--- src/rtl/core/amdd_pkg.sv ---
// Package for the accelerometer motion delta detector.
// Holds the item types, the data ready bit position and the per-axis motion check.
// No dependencies.
package amdd_pkg;

    localparam int unsigned AXIS_W         = 16;
    localparam int unsigned BYTE_W         = 8;
    localparam int unsigned DATA_READY_BIT = 3;

    typedef logic        [AXIS_W-1:0] axis_raw_t;
    typedef logic signed [AXIS_W-1:0] axis_t;
    typedef logic        [BYTE_W-1:0] byte_t;

    typedef struct packed {
        logic  status_good;
        byte_t status_byte;
        logic  burst_good;
        byte_t x_low;
        byte_t x_high;
        byte_t y_low;
        byte_t y_high;
        byte_t z_low;
        byte_t z_high;
    } item_t;

    typedef struct packed {
        logic  step_ok;
        logic  sample_written;
        axis_t sample_x;
        axis_t sample_y;
        axis_t sample_z;
        logic  motion_written;
        logic  moved_x;
        logic  moved_y;
        logic  moved_z;
        logic  moved_any;
    } result_t;

    // True when |cur - prev| is strictly above the threshold.
    function automatic logic axis_moved(input axis_t cur, input axis_t prev,
                                        input axis_raw_t thr);
        logic signed [AXIS_W:0] diff;
        logic        [AXIS_W:0] mag;
        begin
            diff = {cur[AXIS_W-1], cur} - {prev[AXIS_W-1], prev};
            mag  = diff[AXIS_W] ? (AXIS_W+1)'(-diff) : (AXIS_W+1)'(diff);
            axis_moved = mag > {1'b0, thr};
        end
    endfunction

endpackage

--- src/rtl/core/amdd_if.sv ---
// Channel interfaces of the motion delta detector: input item, result and configuration.
// Depends on amdd_pkg.
interface amdd_item_if;
    logic            valid;
    logic            ready;
    logic            status_good;
    amdd_pkg::byte_t status_byte;
    logic            burst_good;
    amdd_pkg::byte_t x_low;
    amdd_pkg::byte_t x_high;
    amdd_pkg::byte_t y_low;
    amdd_pkg::byte_t y_high;
    amdd_pkg::byte_t z_low;
    amdd_pkg::byte_t z_high;

    modport source (output valid, status_good, status_byte, burst_good, x_low, x_high,
                    y_low, y_high, z_low, z_high, input ready);
    modport sink   (input valid, status_good, status_byte, burst_good, x_low, x_high,
                    y_low, y_high, z_low, z_high, output ready);
endinterface

interface amdd_result_if;
    logic            valid;
    logic            ready;
    logic            step_ok;
    logic            sample_written;
    amdd_pkg::axis_t sample_x;
    amdd_pkg::axis_t sample_y;
    amdd_pkg::axis_t sample_z;
    logic            motion_written;
    logic            moved_x;
    logic            moved_y;
    logic            moved_z;
    logic            moved_any;

    modport source (output valid, step_ok, sample_written, sample_x, sample_y, sample_z,
                    motion_written, moved_x, moved_y, moved_z, moved_any, input ready);
    modport sink   (input valid, step_ok, sample_written, sample_x, sample_y, sample_z,
                    motion_written, moved_x, moved_y, moved_z, moved_any, output ready);
endinterface

interface amdd_cfg_if;
    logic                valid;
    logic                ready;
    amdd_pkg::axis_raw_t data;

    modport source (output valid, data, input ready);
    modport sink   (input valid, data, output ready);
endinterface

--- src/rtl/core/amdd_in_reg.sv ---
// Input register of the motion delta detector.
// Depends on amdd_pkg and amdd_item_if.
module amdd_in_reg (
    input  logic                clk,
    input  logic                rst_n,
    amdd_item_if.sink           item,
    input  logic                taken,
    output logic                valid,
    output amdd_pkg::item_t     data
);

    logic            valid_reg;
    logic            valid_next;
    amdd_pkg::item_t data_reg;
    logic            load;

    assign item.ready = !valid_reg || taken;
    assign load       = item.valid && item.ready;
    assign valid_next = load ? 1'b1 : (taken ? 1'b0 : valid_reg);

    always_ff @(posedge clk or negedge rst_n)
    begin
        if (!rst_n)
        begin
            valid_reg <= 1'b0;
        end
        else
        begin
            valid_reg <= valid_next;
        end
    end

    always_ff @(posedge clk)
    begin
        if (load)
        begin
            data_reg <= '{status_good: item.status_good,
                          status_byte: item.status_byte,
                          burst_good:  item.burst_good,
                          x_low:       item.x_low,
                          x_high:      item.x_high,
                          y_low:       item.y_low,
                          y_high:      item.y_high,
                          z_low:       item.z_low,
                          z_high:      item.z_high};
        end
    end

    assign valid = valid_reg;
    assign data  = data_reg;

endmodule

--- src/rtl/core/amdd_core.sv ---
// Evaluation stage: threshold register, previous sample state and the motion check.
// Depends on amdd_pkg and amdd_cfg_if.
module amdd_core (
    input  logic                clk,
    input  logic                rst_n,
    amdd_cfg_if.sink            cfg,
    input  amdd_pkg::item_t     item,
    input  logic                taken,
    output amdd_pkg::result_t   result
);

    amdd_pkg::axis_raw_t threshold_reg;
    amdd_pkg::axis_t     last_x_reg;
    amdd_pkg::axis_t     last_y_reg;
    amdd_pkg::axis_t     last_z_reg;
    logic                have_last_reg;
    amdd_pkg::axis_t     last_x_next;
    amdd_pkg::axis_t     last_y_next;
    amdd_pkg::axis_t     last_z_next;
    logic                have_last_next;
    amdd_pkg::axis_t     cur_x;
    amdd_pkg::axis_t     cur_y;
    amdd_pkg::axis_t     cur_z;
    logic                mx;
    logic                my;
    logic                mz;

    assign cfg.ready = 1'b1;

    assign cur_x = {item.x_high, item.x_low};
    assign cur_y = {item.y_high, item.y_low};
    assign cur_z = {item.z_high, item.z_low};

    assign mx = amdd_pkg::axis_moved(cur_x, last_x_reg, threshold_reg);
    assign my = amdd_pkg::axis_moved(cur_y, last_y_reg, threshold_reg);
    assign mz = amdd_pkg::axis_moved(cur_z, last_z_reg, threshold_reg);

    always_comb
    begin
        result         = '0;
        last_x_next    = last_x_reg;
        last_y_next    = last_y_reg;
        last_z_next    = last_z_reg;
        have_last_next = have_last_reg;
        priority if (!item.status_good)
        begin
            last_x_next           = '0;
            last_y_next           = '0;
            last_z_next           = '0;
            result.sample_written = 1'b1;
        end
        else if (!item.status_byte[amdd_pkg::DATA_READY_BIT])
        begin
            result.step_ok = 1'b1;
        end
        else if (!item.burst_good)
        begin
            last_x_next           = '0;
            last_y_next           = '0;
            last_z_next           = '0;
            result.sample_written = 1'b1;
        end
        else
        begin
            result.step_ok        = 1'b1;
            result.sample_written = 1'b1;
            result.sample_x       = cur_x;
            result.sample_y       = cur_y;
            result.sample_z       = cur_z;
            if (have_last_reg)
            begin
                result.motion_written = 1'b1;
                result.moved_x        = mx;
                result.moved_y        = my;
                result.moved_z        = mz;
                result.moved_any      = mx || my || mz;
            end
            last_x_next    = cur_x;
            last_y_next    = cur_y;
            last_z_next    = cur_z;
            have_last_next = 1'b1;
        end
    end

    always_ff @(posedge clk or negedge rst_n)
    begin
        if (!rst_n)
        begin
            threshold_reg <= '0;
            last_x_reg    <= '0;
            last_y_reg    <= '0;
            last_z_reg    <= '0;
            have_last_reg <= 1'b0;
        end
        else
        begin
            if (cfg.valid)
            begin
                threshold_reg <= cfg.data;
            end
            if (taken)
            begin
                last_x_reg    <= last_x_next;
                last_y_reg    <= last_y_next;
                last_z_reg    <= last_z_next;
                have_last_reg <= have_last_next;
            end
        end
    end

endmodule

--- src/rtl/core/amdd_out_reg.sv ---
// Result register of the motion delta detector, drives the result channel.
// Depends on amdd_pkg and amdd_result_if.
module amdd_out_reg (
    input  logic                clk,
    input  logic                rst_n,
    input  logic                in_valid,
    input  amdd_pkg::result_t   data,
    output logic                taken,
    amdd_result_if.source       result
);

    logic              valid_reg;
    logic              valid_next;
    amdd_pkg::result_t data_reg;

    assign taken      = in_valid && (!valid_reg || result.ready);
    assign valid_next = taken ? 1'b1 : (result.ready ? 1'b0 : valid_reg);

    always_ff @(posedge clk or negedge rst_n)
    begin
        if (!rst_n)
        begin
            valid_reg <= 1'b0;
        end
        else
        begin
            valid_reg <= valid_next;
        end
    end

    always_ff @(posedge clk)
    begin
        if (taken)
        begin
            data_reg <= data;
        end
    end

    assign result.valid          = valid_reg;
    assign result.step_ok        = data_reg.step_ok;
    assign result.sample_written = data_reg.sample_written;
    assign result.sample_x       = data_reg.sample_x;
    assign result.sample_y       = data_reg.sample_y;
    assign result.sample_z       = data_reg.sample_z;
    assign result.motion_written = data_reg.motion_written;
    assign result.moved_x        = data_reg.moved_x;
    assign result.moved_y        = data_reg.moved_y;
    assign result.moved_z        = data_reg.moved_z;
    assign result.moved_any      = data_reg.moved_any;

endmodule

--- src/rtl/core/accel_motion_delta_detect_top.sv ---
// Top level of the accelerometer motion delta detector.
// Depends on amdd_pkg, the amdd interfaces, amdd_in_reg, amdd_core and amdd_out_reg.
//
//   Channel   Direction   Carries
//   item      in          status_good, status_byte, burst_good, six axis bytes
//   result    out         step_ok, sample flags and X/Y/Z, motion flags
//   cfg       in          motion_threshold write data
//
// One item per cycle is accepted while the result channel is not stalled; each item is
// held in the input register; its result is loaded into the result register and sent.
// The input register feeds the evaluation logic, which feeds the result register.
// Reset clears the valid flags, the previous sample and the threshold.
// A stalled result holds its register; the input register still takes one more item.
module accel_motion_delta_detect_top (
    input  logic            clk,
    input  logic            rst_n,
    amdd_item_if.sink       item,
    amdd_result_if.source   result,
    amdd_cfg_if.sink        cfg
);

    logic              stage_valid;
    logic              taken;
    amdd_pkg::item_t   stage_item;
    amdd_pkg::result_t stage_result;

    amdd_in_reg u_in_reg (
        .clk   (clk),
        .rst_n (rst_n),
        .item  (item),
        .taken (taken),
        .valid (stage_valid),
        .data  (stage_item)
    );

    amdd_core u_core (
        .clk    (clk),
        .rst_n  (rst_n),
        .cfg    (cfg),
        .item   (stage_item),
        .taken  (taken),
        .result (stage_result)
    );

    amdd_out_reg u_out_reg (
        .clk      (clk),
        .rst_n    (rst_n),
        .in_valid (stage_valid),
        .data     (stage_result),
        .taken    (taken),
        .result   (result)
    );

endmodule

--- src/flat_wrapper.sv ---
// flat-port wrapper written by rule: the top's interface ports become plain ports
module accel_motion_delta_detect_top_flat 
  (clk, rst_n, item_valid, item_status_good, item_status_byte, item_burst_good, item_x_low, item_x_high, item_y_low, item_y_high, item_z_low, item_z_high, item_ready, result_valid, result_step_ok, result_sample_written, result_sample_x, result_sample_y, result_sample_z, result_motion_written, result_moved_x, result_moved_y, result_moved_z, result_moved_any, result_ready, cfg_valid, cfg_data, cfg_ready);
  amdd_item_if item_i ();
  amdd_result_if result_i ();
  amdd_cfg_if cfg_i ();
  input  logic clk;
  input  logic rst_n;
  input wire logic [$bits(item_i.valid)-1:0] item_valid;
  input wire logic [$bits(item_i.status_good)-1:0] item_status_good;
  input wire logic [$bits(item_i.status_byte)-1:0] item_status_byte;
  input wire logic [$bits(item_i.burst_good)-1:0] item_burst_good;
  input wire logic [$bits(item_i.x_low)-1:0] item_x_low;
  input wire logic [$bits(item_i.x_high)-1:0] item_x_high;
  input wire logic [$bits(item_i.y_low)-1:0] item_y_low;
  input wire logic [$bits(item_i.y_high)-1:0] item_y_high;
  input wire logic [$bits(item_i.z_low)-1:0] item_z_low;
  input wire logic [$bits(item_i.z_high)-1:0] item_z_high;
  output wire logic [$bits(item_i.ready)-1:0] item_ready;
  output wire logic [$bits(result_i.valid)-1:0] result_valid;
  output wire logic [$bits(result_i.step_ok)-1:0] result_step_ok;
  output wire logic [$bits(result_i.sample_written)-1:0] result_sample_written;
  output wire logic [$bits(result_i.sample_x)-1:0] result_sample_x;
  output wire logic [$bits(result_i.sample_y)-1:0] result_sample_y;
  output wire logic [$bits(result_i.sample_z)-1:0] result_sample_z;
  output wire logic [$bits(result_i.motion_written)-1:0] result_motion_written;
  output wire logic [$bits(result_i.moved_x)-1:0] result_moved_x;
  output wire logic [$bits(result_i.moved_y)-1:0] result_moved_y;
  output wire logic [$bits(result_i.moved_z)-1:0] result_moved_z;
  output wire logic [$bits(result_i.moved_any)-1:0] result_moved_any;
  input wire logic [$bits(result_i.ready)-1:0] result_ready;
  input wire logic [$bits(cfg_i.valid)-1:0] cfg_valid;
  input wire logic [$bits(cfg_i.data)-1:0] cfg_data;
  output wire logic [$bits(cfg_i.ready)-1:0] cfg_ready;
  assign item_i.valid = item_valid;
  assign item_i.status_good = item_status_good;
  assign item_i.status_byte = item_status_byte;
  assign item_i.burst_good = item_burst_good;
  assign item_i.x_low = item_x_low;
  assign item_i.x_high = item_x_high;
  assign item_i.y_low = item_y_low;
  assign item_i.y_high = item_y_high;
  assign item_i.z_low = item_z_low;
  assign item_i.z_high = item_z_high;
  assign item_ready = item_i.ready;
  assign result_valid = result_i.valid;
  assign result_step_ok = result_i.step_ok;
  assign result_sample_written = result_i.sample_written;
  assign result_sample_x = result_i.sample_x;
  assign result_sample_y = result_i.sample_y;
  assign result_sample_z = result_i.sample_z;
  assign result_motion_written = result_i.motion_written;
  assign result_moved_x = result_i.moved_x;
  assign result_moved_y = result_i.moved_y;
  assign result_moved_z = result_i.moved_z;
  assign result_moved_any = result_i.moved_any;
  assign result_i.ready = result_ready;
  assign cfg_i.valid = cfg_valid;
  assign cfg_i.data = cfg_data;
  assign cfg_ready = cfg_i.ready;
  accel_motion_delta_detect_top u_core (.clk(clk), .rst_n(rst_n), .item(item_i), .result(result_i), .cfg(cfg_i));
endmodule
--- config.mk ---
export PLATFORM = sky130hd
export DESIGN_NAME = accel_motion_delta_detect_top_flat
export DESIGN_NICKNAME = d
export VERILOG_FILES = /design/src/rtl/core/amdd_pkg.sv /design/src/rtl/core/amdd_if.sv /design/src/rtl/core/amdd_in_reg.sv /design/src/rtl/core/amdd_core.sv /design/src/rtl/core/amdd_out_reg.sv /design/src/rtl/core/accel_motion_delta_detect_top.sv /design/src/flat_wrapper.sv
export SDC_FILE = /design/constraint.sdc
export NUM_CORES = 1
export LEC_CHECK = 0
export BUFFER_PORTS_ARGS = -buffer_cell sky130_fd_sc_hd__buf_2
export CORE_MARGIN = 5
export CORE_UTILIZATION = 55
export CTS_BUF_LIST = sky130_fd_sc_hd__clkbuf_4
export DETAILED_ROUTE_END_ITERATION = 12
export PLACE_DENSITY = 0.79
export SYNTH_ARGS = -nofsm -noshare
export SYNTH_HDL_FRONTEND = slang
export SYNTH_HIERARCHICAL = 1
export SYNTH_SLANG_ARGS = --single-unit
--- constraint.sdc ---
create_clock -name clk -period 4.9 [get_ports clk]
set_clock_uncertainty 0.1 [all_clocks]
set_input_delay 0.98 -clock clk [delete_from_list [all_inputs] [get_ports clk]]
set_output_delay 0.98 -clock clk [all_outputs]
set_load 0.005 [all_outputs]
==> results by group, run 1 <==
Timing
  • RSZ-0062 raised after global routing: true
  • Final worst slack: -45.9 ps
  • Setup Viol. Count Final: 1
  • Setup tns final: -45.9 ps
  • Slew HR: 0.335
  • Least-Margin Pin Slew: 985 ps
  • Final hold violation count: 0
  • Min Tclk post-route: 4950 ps
  • Slew Limit Fails: 0
  • F_max: 202 MHz
  • Hold slack: 334 ps
  • Period utilization: 1.01

Setup path
  • Crit. End Element: register
  • Setup crit end: u_core/u_out_reg/result.moved_any$_DFFE_PP_
  • Crit path kind: register to register
  • Crit-path cells: inv_1 > ha_2 > inv_2 > fa_2 > a211o_1 > a221o_2 > o2111a_2 > o31ai_4 > a31oi_4 > nor2_2 > xnor2_1 > ha_1 > a21o_1 > a21o_1 > a211oi_2 > o21ai_1 > a2111oi_2 > a2111oi_1 > a31o_2 > nand4bb_1
  • Slowest CP cell: edfxtp_1
  • Slowest stage delay, CP: 420 ps
  • Most frequent CP cell: a21o_1
  • CP startpoint: u_core/u_in_reg/data[8]$_DFFE_PP_
  • Startpoint types: register
  • Cells on worst reg2reg path: 20
  • Setup slack, reg-to-reg: -50 ps
  • Reg-to-reg critical path startpoint: u_core/u_in_reg/data[8]$_DFFE_PP_
  • Worst-path maximum fanout: 7
  • Crit Reg-Reg Endpoint: u_core/u_out_reg/result.moved_any$_DFFE_PP_
  • WP data required: 5120 ps
  • CP arrival: 5170 ps

GRT
  • Initial antenna violation count: 1
  • Largest net degree at the start of global routing: 52
  • First-pass GRT wire length: 38,600 um
  • Total GRT Usage: 0.215
  • Vias in the first global route: 8,041
  • GR Overflow Total: 0

Detailed routing
  • Max Used Layer: met4
  • Residual DRC: 0
  • Met3 WL post-DR: 1330 um
  • Routed len/inst: 16.7 um
  • Drt initial violations: 478
  • Drt first pass iters: 5
  • Antenna-violating nets left: 0
  • Met1 Routed Length: 10,800 um
  • Total Wirelength: 23,900 um
  • Via-per-instance ratio: 5.75
  • Via count: 8,223
  • DR WL met2: 11,400 um

Floorplan
  • Die Area: 22,200 um2
  • Initial Util: 0.563
  • IO Pins: 137
  • Die width: 149 um
  • Rows: 50
  • Die Height: 149 um
  • Core ar.: 18,800 um2

Place
  • RePlAce Congestion: 0.869
  • Placed insts: 1,384
  • Placed instance area: 11,600 um2
  • IO buf count: 128
  • Dpl hpwl: 16,600 um
  • Pre-CTS setup slack: -184 ps

Power and ir drop
  • Pwr Total: 4.47 mW
  • PwrDens: 367 nW/um2
  • Lkg Pwr: 5.28 nW
  • Peak VDD IR: 0.000235 V

CTS
  • Worst-Skew Late Latency: 580 ps
  • Num CTS Buffers: 17
  • Clock Pin Slew Worst Setup and Hold Paths: 150 ps
  • # clock sinks: 173
  • Hold buffer count at cts: 0
  • Clock root cell: clkbuf_4
  • Clk buf depth: 2
  • H-tree Lvls: 4
  • CTS tree: done

Final layout
  • Synth-to-layout area growth: 15.0%
  • Core Util, Final: 0.648
  • Non-Filler Instances: 1,430
  • Design area: 12,200 um2
  • Fillers: 1,511
  • Layout cell share with drive strength beyond 1: 0.207
  • Max reg flops: 51
  • NumNets Final: 1,337

Yosys
  • Warnings, synthesis: 6
  • Net count after synthesis: 1,183
  • Avg Cell Area, Syn: 10.6 um2
  • Cells after Synth: 1,002
  • Synthesized cell area: 10,600 um2

Flow run
  • Max_cap viols: 0

Run status
  • Status: finished with violations
  • Failing checks: setup timing

Min path
  • Min-Delay Path Class: input port to asynchronous set/reset pin
worst max-delay path, delay by kind of cell, from the launching register on:
kind	cells	cell delay [ps]
flops	1	420
buf+inv	2	120
fa+ha+maj	3	840
simple gates	2	290
xor+xnor	1	80
compound gates	12	2830
routing by layer:
metal / vias to the layer above / global-route usage
li1: 3985 / -
met1: 3966 / 0.289
met2: 245 / 0.355
met3: 27 / 0.0489
met4: 0 / 0.0563
met5: - / 0
worst min path at each step:
stage / from / end
finish: rst_n / u_core/u_core/last_y_reg[9]$_DFFE_PN0P_
floorplan: u_core/u_core/have_last_reg$_DFFE_PN0P_ / u_core/u_core/have_last_reg$_DFFE_PN0P_
detailed placement: u_core/u_core/have_last_reg$_DFFE_PN0P_ / u_core/u_core/have_last_reg$_DFFE_PN0P_
global route: rst_n / u_core/u_core/last_y_reg[9]$_DFFE_PN0P_
global placement: u_core/u_core/have_last_reg$_DFFE_PN0P_ / u_core/u_core/have_last_reg$_DFFE_PN0P_
CTS: rst_n / u_core/u_core/last_y_reg[13]$_DFFE_PN0P_
report_power, final:
part           total [mW]  internal (mW)  switching, mW
registers            1.75           1.69         0.0621
logic                1.77          0.782          0.986
clock network       0.948          0.415          0.533
total                4.47           2.89           1.58
cells in the final DEF, fill, tap and decap left out, types with 38 or more instances in the layout:
master      n
a21oi_1    49
nor2_1     72
and2_1     53
ha_1       98
inv_1      79
edfxtp_1  106
xor2_1     38
dfrtp_1    67
nand2_1    42
xnor2_1    39
buf_2     129
a22o_1     48
layout make-up:
| type | count | area (um2) | share of cell area |
|---|---|---|---|
| clock buffer | 17 | 128 | 0.0105 |
| antenna | 1 | 2.50 | 0.000205 |
| timing repair buffer | 164 | 908 | 0.0745 |
| sequential | 173 | 4860 | 0.399 |
| inverter | 80 | 300 | 0.0246 |
| tap | 260 | 325 | 0.0267 |
| clock inverter | 15 | 210 | 0.0172 |
| multi-input combinational | 720 | 5460 | 0.448 |
repair_timing:
| action | CTS | global route |
|---|---|---|
| cloned | 0 | 1 |
| pin swaps | 9 | 25 |
| endpoints found under the setup margin | 2 | 4 |
| setup buffers | 1 | 11 |
| gates resized for setup | 11 | 21 |
Power figures use the tool's default switching activity.
==> run 2: changes to the inputs <==
==> constraint.sdc (replaced) <==
create_clock -name clk -period 4.9 [get_ports clk]
set_clock_uncertainty 0.1 [all_clocks]
set_input_delay 0.49 -clock clk [delete_from_list [all_inputs] [get_ports clk]]
set_output_delay 0.49 -clock clk [all_outputs]
set_load 0.005 [all_outputs]
==> run 2 against run 1 <==
Against the previous run: the run now ends clean; sequential share of layout area decreased by 1.4 points; utilization increased by 2.4 points; setup slack improved by 110 ps; sequential power about the same; register-to-register slack improved by 110 ps; clock-buffer cell count increased by 2; hold slack got worse by 280 ps; maximum frequency increased by 2.3%; largest cell class unchanged; highest routed layer unchanged.
==> results by group, run 2 (same netlist as run 1, synthesis figures left out) <==
Place
  • Placed instance area: 11,600 um2 (-0.12%)
  • Placed insts: 1,382 (-0.14%)
  • IO buf count: 128 (unchanged)
  • Dpl hpwl: 16,900 um (+1.9%)
  • Pre-CTS setup slack: -150 ps (+34.3 ps)
  • RePlAce Congestion: 0.864 (-0.51%)

Setup path
  • Crit-path cells: inv_1 > ha_2 > inv_1 > fa_2 > a211o_1 > a221o_2 > o2111a_2 > o31ai_4 > a31oi_4 > nor2_2 > xnor2_1 > ha_1 > a21o_1 > a21o_1 > a211oi_2 > o21ai_2 > a2111oi_4 > a2111oi_1 > a31o_2 > nand4bb_1
  • WP data required: 5160 ps (+40 ps)
  • Crit. End Element: register
  • Cell family with most CP delay: compound AO/OA/AOI/OAI gates
  • Crit path kind: register to register
  • Slowest stage delay, CP: 410 ps (about the same)
  • CP arrival: 5100 ps (-70 ps)
  • Startpoint types: register
  • Slowest CP cell: edfxtp_1
  • Worst-path maximum fanout: 7 (unchanged)
  • Worst path bufs/invs: 2 (unchanged)

CTS
  • Clock Pin Slew Worst Setup and Hold Paths: 160 ps (about the same)
  • CTS tree: done
  • Num CTS Buffers: 17 (unchanged)
  • H-tree Lvls: 4 (unchanged)
  • # clock sinks: 173 (unchanged)
  • Worst-Skew Late Latency: 600 ps (+20 ps)
  • Clk buf depth: 2 (unchanged)
  • Clock root cell: clkbuf_4

Final layout
  • NumNets Final: 1,390 (+4.0%)
  • Most frequent cells in the layout: 128 x buf_2, 106 x edfxtp_1, 98 x ha_1
  • Non-Filler Instances: 1,484 (+3.8%)
  • Max reg flops: 51 (unchanged)
  • Core Util, Final: 0.672 (+0.0242)
  • Fillers: 1,479 (-2.1%)
  • Design area: 12,600 um2 (+3.7%)
  • Commonest non-fill, non-tap cell in the layout: buf_2
  • Synth-to-layout area growth: 19.3%
  • Layout cell share with drive strength beyond 1: 0.189 (-0.0180)

Power and ir drop
  • PwrDens: 344 nW/um2 (-6.2%)
  • Peak VDD IR: 0.000232 V (-1.4%)
  • Lkg Pwr: 5.48 nW (+3.7%)
  • Pwr Total: 4.35 mW (-2.7%)

Detailed routing
  • Via-per-instance ratio: 5.61 (-2.5%)
  • Total Wirelength: 24,300 um (+1.7%)
  • Antenna-violating nets left: 0 (unchanged)
  • Residual DRC: 0 (unchanged)
  • Drt initial violations: 563 (+18%)
  • Drt first pass iters: 5 (unchanged)
  • Routed len/inst: 16.3 um (-2.0%)
  • Via count: 8,321 (+1.2%)

Timing
  • Setup Viol. Count Final: 0 (-1)
  • F_max: 207 MHz (+2.3%)
  • Slew Limit Fails: 0 (unchanged)
  • Final worst slack: 63.1 ps (+109 ps)
  • Min Tclk post-route: 4840 ps (-109 ps)
  • RSZ-0062 raised after global routing: true
  • Final hold violation count: 0 (unchanged)
  • Period utilization: 0.987 (-0.0222)
  • Least-Margin Pin Slew: 965 ps (-20.7 ps)
  • Slew HR: 0.349 (+0.0140)

Floorplan
  • Rows: 50 (unchanged)
  • Die Height: 149 um (unchanged)
  • Initial Util: 0.563 (unchanged)
  • Die width: 149 um (unchanged)
  • Die Area: 22,200 um2 (unchanged)
  • Core ar.: 18,800 um2 (unchanged)
  • IO Pins: 137 (unchanged)

Flow run
  • Max_cap viols: 0 (unchanged)

GRT
  • Largest net degree at the start of global routing: 52 (unchanged)
  • First-pass GRT wire length: 39,800 um (+3.1%)
  • Initial antenna violation count: 1 (unchanged)
  • Total GRT Usage: 0.222 (+0.00680)
  • Vias in the first global route: 8,348 (+3.8%)
  • GR Overflow Total: 0 (unchanged)

Run status
  • Status: finished clean

Min path
  • Min-Delay Path Class: input port to register
==> run 2: cell count changes in the layout (fill, tap and decap cells not counted), sizes merged <==
cell	change
clkbuf	+2
dlygate4sd3	+61
inv	-1
clkinvlp	-2
buf	-8
clkinv	+4
bufinv	-3
diode	+1
==> run 2: worst reg2reg max path, cell delays in order, from the launching register on <==
cell and delay, ps:
edfxtp_1 410, inv_1 70, ha_2 170, inv_1 50, fa_2 330, a211o_1 270, a221o_2 410, o2111a_2 310
o31ai_4 210, a31oi_4 170, nor2_2 150, xnor2_1 80, ha_1 320, a21o_1 180, a21o_1 180, a211oi_2 230
o21ai_2 120, a2111oi_4 340, a2111oi_1 100, a31o_2 240, nand4bb_1 180
==> run 2: stage by stage <==
stage | hold slack [ps] | setup TNS (ps)
floorplan | 94.4 | 0
global placement | 351 | -36.7
detailed placement | 357 | -150
CTS | 2.30 | 0
global route | 20.1 | -233
finish | 53.9 | 0
==> run 2: layer usage <==
layer | GRT usage | vias to the layer above | wire length (um)
met1 | 0.299 | 3989 | 11100
met2 | 0.374 | 221 | 11700
met3 | 0.0380 | 33 | 1160
met5 | 0 | - | 0
li1 | - | 4078 | -
met4 | 0.0590 | 0 | 362
==> run 2: final timing paths <==
kind                                                         start                                           to  slack [ps]  cells after the start
max                              u_core/u_in_reg/data[8]$_DFFE_PP_  u_core/u_out_reg/result.moved_any$_DFFE_PP_          60                     20
min                                                    cfg_data[1]   u_core/u_core/threshold_reg[1]$_DFFE_PN0P_          50                      3
max reg2reg                      u_core/u_in_reg/data[8]$_DFFE_PP_  u_core/u_out_reg/result.moved_any$_DFFE_PP_          60                     20
min reg2reg                u_core/u_core/have_last_reg$_DFFE_PN0P_      u_core/u_core/have_last_reg$_DFFE_PN0P_         390                      1
max in group asynchronous                                    rst_n     u_core/u_core/last_y_reg[12]$_DFFE_PN0P_        3320                      3
min in group asynchronous                                    rst_n      u_core/u_core/last_y_reg[6]$_DFFE_PN0P_         420                      2
==> run 2: timing repair <==
item,CTS,global route
gates resized for setup,6,19
endpoints found under the setup margin,1,4
hold buffers,61,0
buffers inserted,0,7
pin swaps,2,16
hold endpoints to repair,92,0
==> run 2: layout make-up <==
class / count / area, um2 / share of cell area
sequential: 173 / 4860 / 0.384
tap: 260 / 325 / 0.0257
clock buffer: 19 / 143 / 0.0113
multi-input combinational: 720 / 5440 / 0.430
antenna: 2 / 5.00 / 0.000396
clock inverter: 13 / 116 / 0.00920
inverter: 80 / 300 / 0.0237
timing repair buffer: 217 / 1460 / 0.116
==> run 2: report_power, final <==
group / total [mW] / switching [mW] / internal (mW)
combinational: 1.80 / 0.989 / 0.812
clock: 0.793 / 0.526 / 0.267
sequential: 1.75 / 0.0626 / 1.69
==> run 3: changes to the inputs <==
Settings changed: ABC_AREA from default to 1.
==> run 3 against run 2 <==
Against the previous run: cell count rose by 29%; register-to-register slack better by 550 ps; via count is 18% higher; routed wire length rose by 16%; critical path depth rose by 6; critical endpoint is now u_core/u_out_reg/result.moved_x$_DFFE_PP_; largest power group unchanged; highest routed layer unchanged.
==> results by group, run 3 <==
Timing
  • Min Tclk post-route: 4290 ps (-548 ps)
  • Hold slack: 50.7 ps (-3.26 ps)
  • Final worst slack: 611 ps (+548 ps)
  • Final hold violation count: 0 (unchanged)
  • Slew HR: 0.383 (+0.0341)
  • Least-Margin Pin Slew: 926 ps (-39.0 ps)
  • F_max: 233 MHz (+13%)
  • Setup Viol. Count Final: 0 (unchanged)
  • Setup tns final: 0 ps (unchanged)
  • Slew Limit Fails: 0 (unchanged)
  • RSZ-0062 raised after global routing: false
  • Period utilization: 0.875 (-0.112)

Detailed routing
  • Via count: 9,820 (+18%)
  • Drt first pass iters: 6 (+1)
  • Drt initial violations: 674 (+20%)
  • Routed len/inst: 14.8 um (-9.7%)
  • Via-per-instance ratio: 5.14 (-8.4%)
  • Total Wirelength: 28,200 um (+16%)
  • Antenna-violating nets left: 0 (unchanged)
  • Residual DRC: 0 (unchanged)

Final layout
  • Commonest non-fill, non-tap cell in the layout: nand2_1
  • Seq. cell area: 4860 um2 (unchanged)
  • NumNets Final: 1,807 (+30%)
  • Area of the multi-input gates: 5420 um2 (-0.32%)
  • Max reg flops: 51 (unchanged)
  • Fillers: 1,720 (+16%)
  • Most frequent cells in the layout: 380 x nand2_1, 272 x inv_1, 128 x buf_2
  • Non-Filler Instances: 1,911 (+29%)
  • Design area: 13,300 um2 (+4.8%)
  • Synth-to-layout area growth: 16.3%
  • Layout cell share with drive strength beyond 1: 0.137 (-0.0524)

Yosys
  • Avg Cell Area, Syn: 7.96 um2 (-25%)
  • Synthesized cell area: 11,400 um2 (+7.5%)
  • Cells after Synth: 1,432 (+43%)
  • Warnings, synthesis: 6 (unchanged)
  • Net count after synthesis: 1,613 (+36%)

Setup path
  • Slowest CP cell: fa_1
  • CP arrival: 4640 ps (-460 ps)
  • Setup slack, reg-to-reg: 610 ps (+550 ps)
  • Worst path bufs/invs: 3 (+1)
  • Slowest stage delay, CP: 550 ps (+140 ps)
  • Crit path depth: 26 (+30%)
  • Crit Reg-Reg Endpoint: u_core/u_out_reg/result.moved_x$_DFFE_PP_
  • Setup crit end: u_core/u_out_reg/result.moved_x$_DFFE_PP_
  • Cell family with most CP delay: simple AND/OR/NAND/NOR gates
  • CP startpoint: u_core/u_in_reg/data[40]$_DFFE_PP_
  • Startpoint types: register
  • WP data required: 5250 ps (+90 ps)
  • Worst-path maximum fanout: 3 (-4)
  • Most frequent CP cell: nand2_1
  • Reg-to-reg critical path startpoint: u_core/u_in_reg/data[40]$_DFFE_PP_
  • Cells on worst reg2reg path: 26 (+30%)
  • Crit path kind: register to register
  • Crit. End Element: register

CTS
  • H-tree Lvls: 4 (unchanged)
  • # clock sinks: 173 (unchanged)
  • Post-cts repair resize count: 0 (-6)
  • Clock Pin Slew Worst Setup and Hold Paths: 170 ps (about the same)
  • Clk buf depth: 2 (unchanged)
  • Clock root cell: clkbuf_4
  • Worst-Skew Late Latency: 590 ps (about the same)
  • CTS tree: done
  • Num CTS Buffers: 17 (unchanged)

Place
  • Dpl hpwl: 20,300 um (+20%)
  • RePlAce Congestion: 0.892 (+3.2%)
  • Placed insts: 1,814 (+31%)
  • Placed instance area: 12,300 um2 (+6.3%)
  • IO buf count: 128 (unchanged)
  • Pre-CTS setup slack: 749 ps (+899 ps)

Floorplan
  • Core ar.: 20,300 um2 (+7.8%)
  • Die Area: 23,700 um2 (+7.0%)
  • Rows: 52 (+4.0%)
  • Die Height: 154 um (+3.4%)
  • Initial Util: 0.561 (-0.00174)
  • Die width: 154 um (+3.4%)
  • IO Pins: 137 (unchanged)

Power and ir drop
  • Peak VDD IR: 0.000163 V (-30%)
  • PwrDens: 333 nW/um2 (-3.0%)
  • Lkg Pwr: 6.85 nW (+25%)

GRT
  • Largest net degree at the start of global routing: 52 (unchanged)
  • GR Overflow Total: 0 (unchanged)
  • Initial antenna violation count: 1 (unchanged)
  • Total GRT Usage: 0.241 (+0.0196)
  • Vias in the first global route: 9,684 (+16%)
  • First-pass GRT wire length: 46,800 um (+17%)

Min path
  • Worst min-delay path startpoint: cfg_data[5]
  • Min-Delay Path Class: input port to register

Run status
  • Status: finished clean

Flow run
  • Max_cap viols: 0 (unchanged)
[run 3: what timing repair did]
item                      4_1_cts  5_1_grt
hold endpoints to repair       95        0
hold buffers                   63        0
buffers inserted                0        0
[run 3: layout make-up]
class,count,area share
Antenna cell,2,0.000377
Clock buffer,18,0.0102
Clock inverter,14,0.0107
Inverter,280,0.0793
Multi-Input combinational cell,958,0.409
Sequential cell,173,0.366
Tap cell,270,0.0255
Timing Repair Buffer,196,0.0987
[run 3: worst min path at each step]
stage	to	cells past startpoint	slack [ps]
after CTS	u_core/u_core/threshold_reg[5]$_DFFE_PN0P_	3	4
after global placement	u_core/u_core/have_last_reg$_DFFE_PN0P_	2	330
final	u_core/u_core/threshold_reg[5]$_DFFE_PN0P_	3	50
after detailed placement	u_core/u_core/have_last_reg$_DFFE_PN0P_	2	340
after global routing	u_core/u_out_reg/result.valid$_DFFE_PN0P_	4	10
after floorplan	u_core/u_core/have_last_reg$_DFFE_PN0P_	0	90
[run 3: per-layer routing]
metal	GRT usage	part of all wire
met5	0	0
met4	0.0606	0.018
met3	0.0472	0.052
met2	0.402	0.47
met1	0.326	0.46
[run 3: worst register-to-register path, cell delays in order, from the launching register on]
cell and delay [ps]:
edfxtp_1 360, inv_1 80, ha_1 240, fa_1 550
ha_1 180, a21boi_0 190, nand3_1 130, nor2_1 110
nand2_1 90, nor2_2 140, nand3_2 90, nor2_2 130
nor2_1 70, xor2_1 140, ha_1 290, nand2_1 70
inv_1 60, nand3_1 80, nor3_1 200, o21ai_0 130
nand2_1 80, nand2_1 40, a21boi_0 210, o21ai_0 110
nand2_1 70, nand2_1 70, inv_1 120
[run 3: where the power goes]
| group | internal (mW) | switching [mW] |
|---|---|---|
| sequential | 1.69 | 0.0483 |
| clock | 0.238 | 0.585 |
| combinational | 0.705 | 1.16 |
| total | 2.63 | 1.79 |
[run 3: metrics by stage]
stage               utilization  power (mW)
finish                    0.653        4.42
global route              0.653        4.80
CTS                       0.653        4.42
detailed placement        0.608        3.56
global placement          0.608        3.50
floorplan                     -        3.12
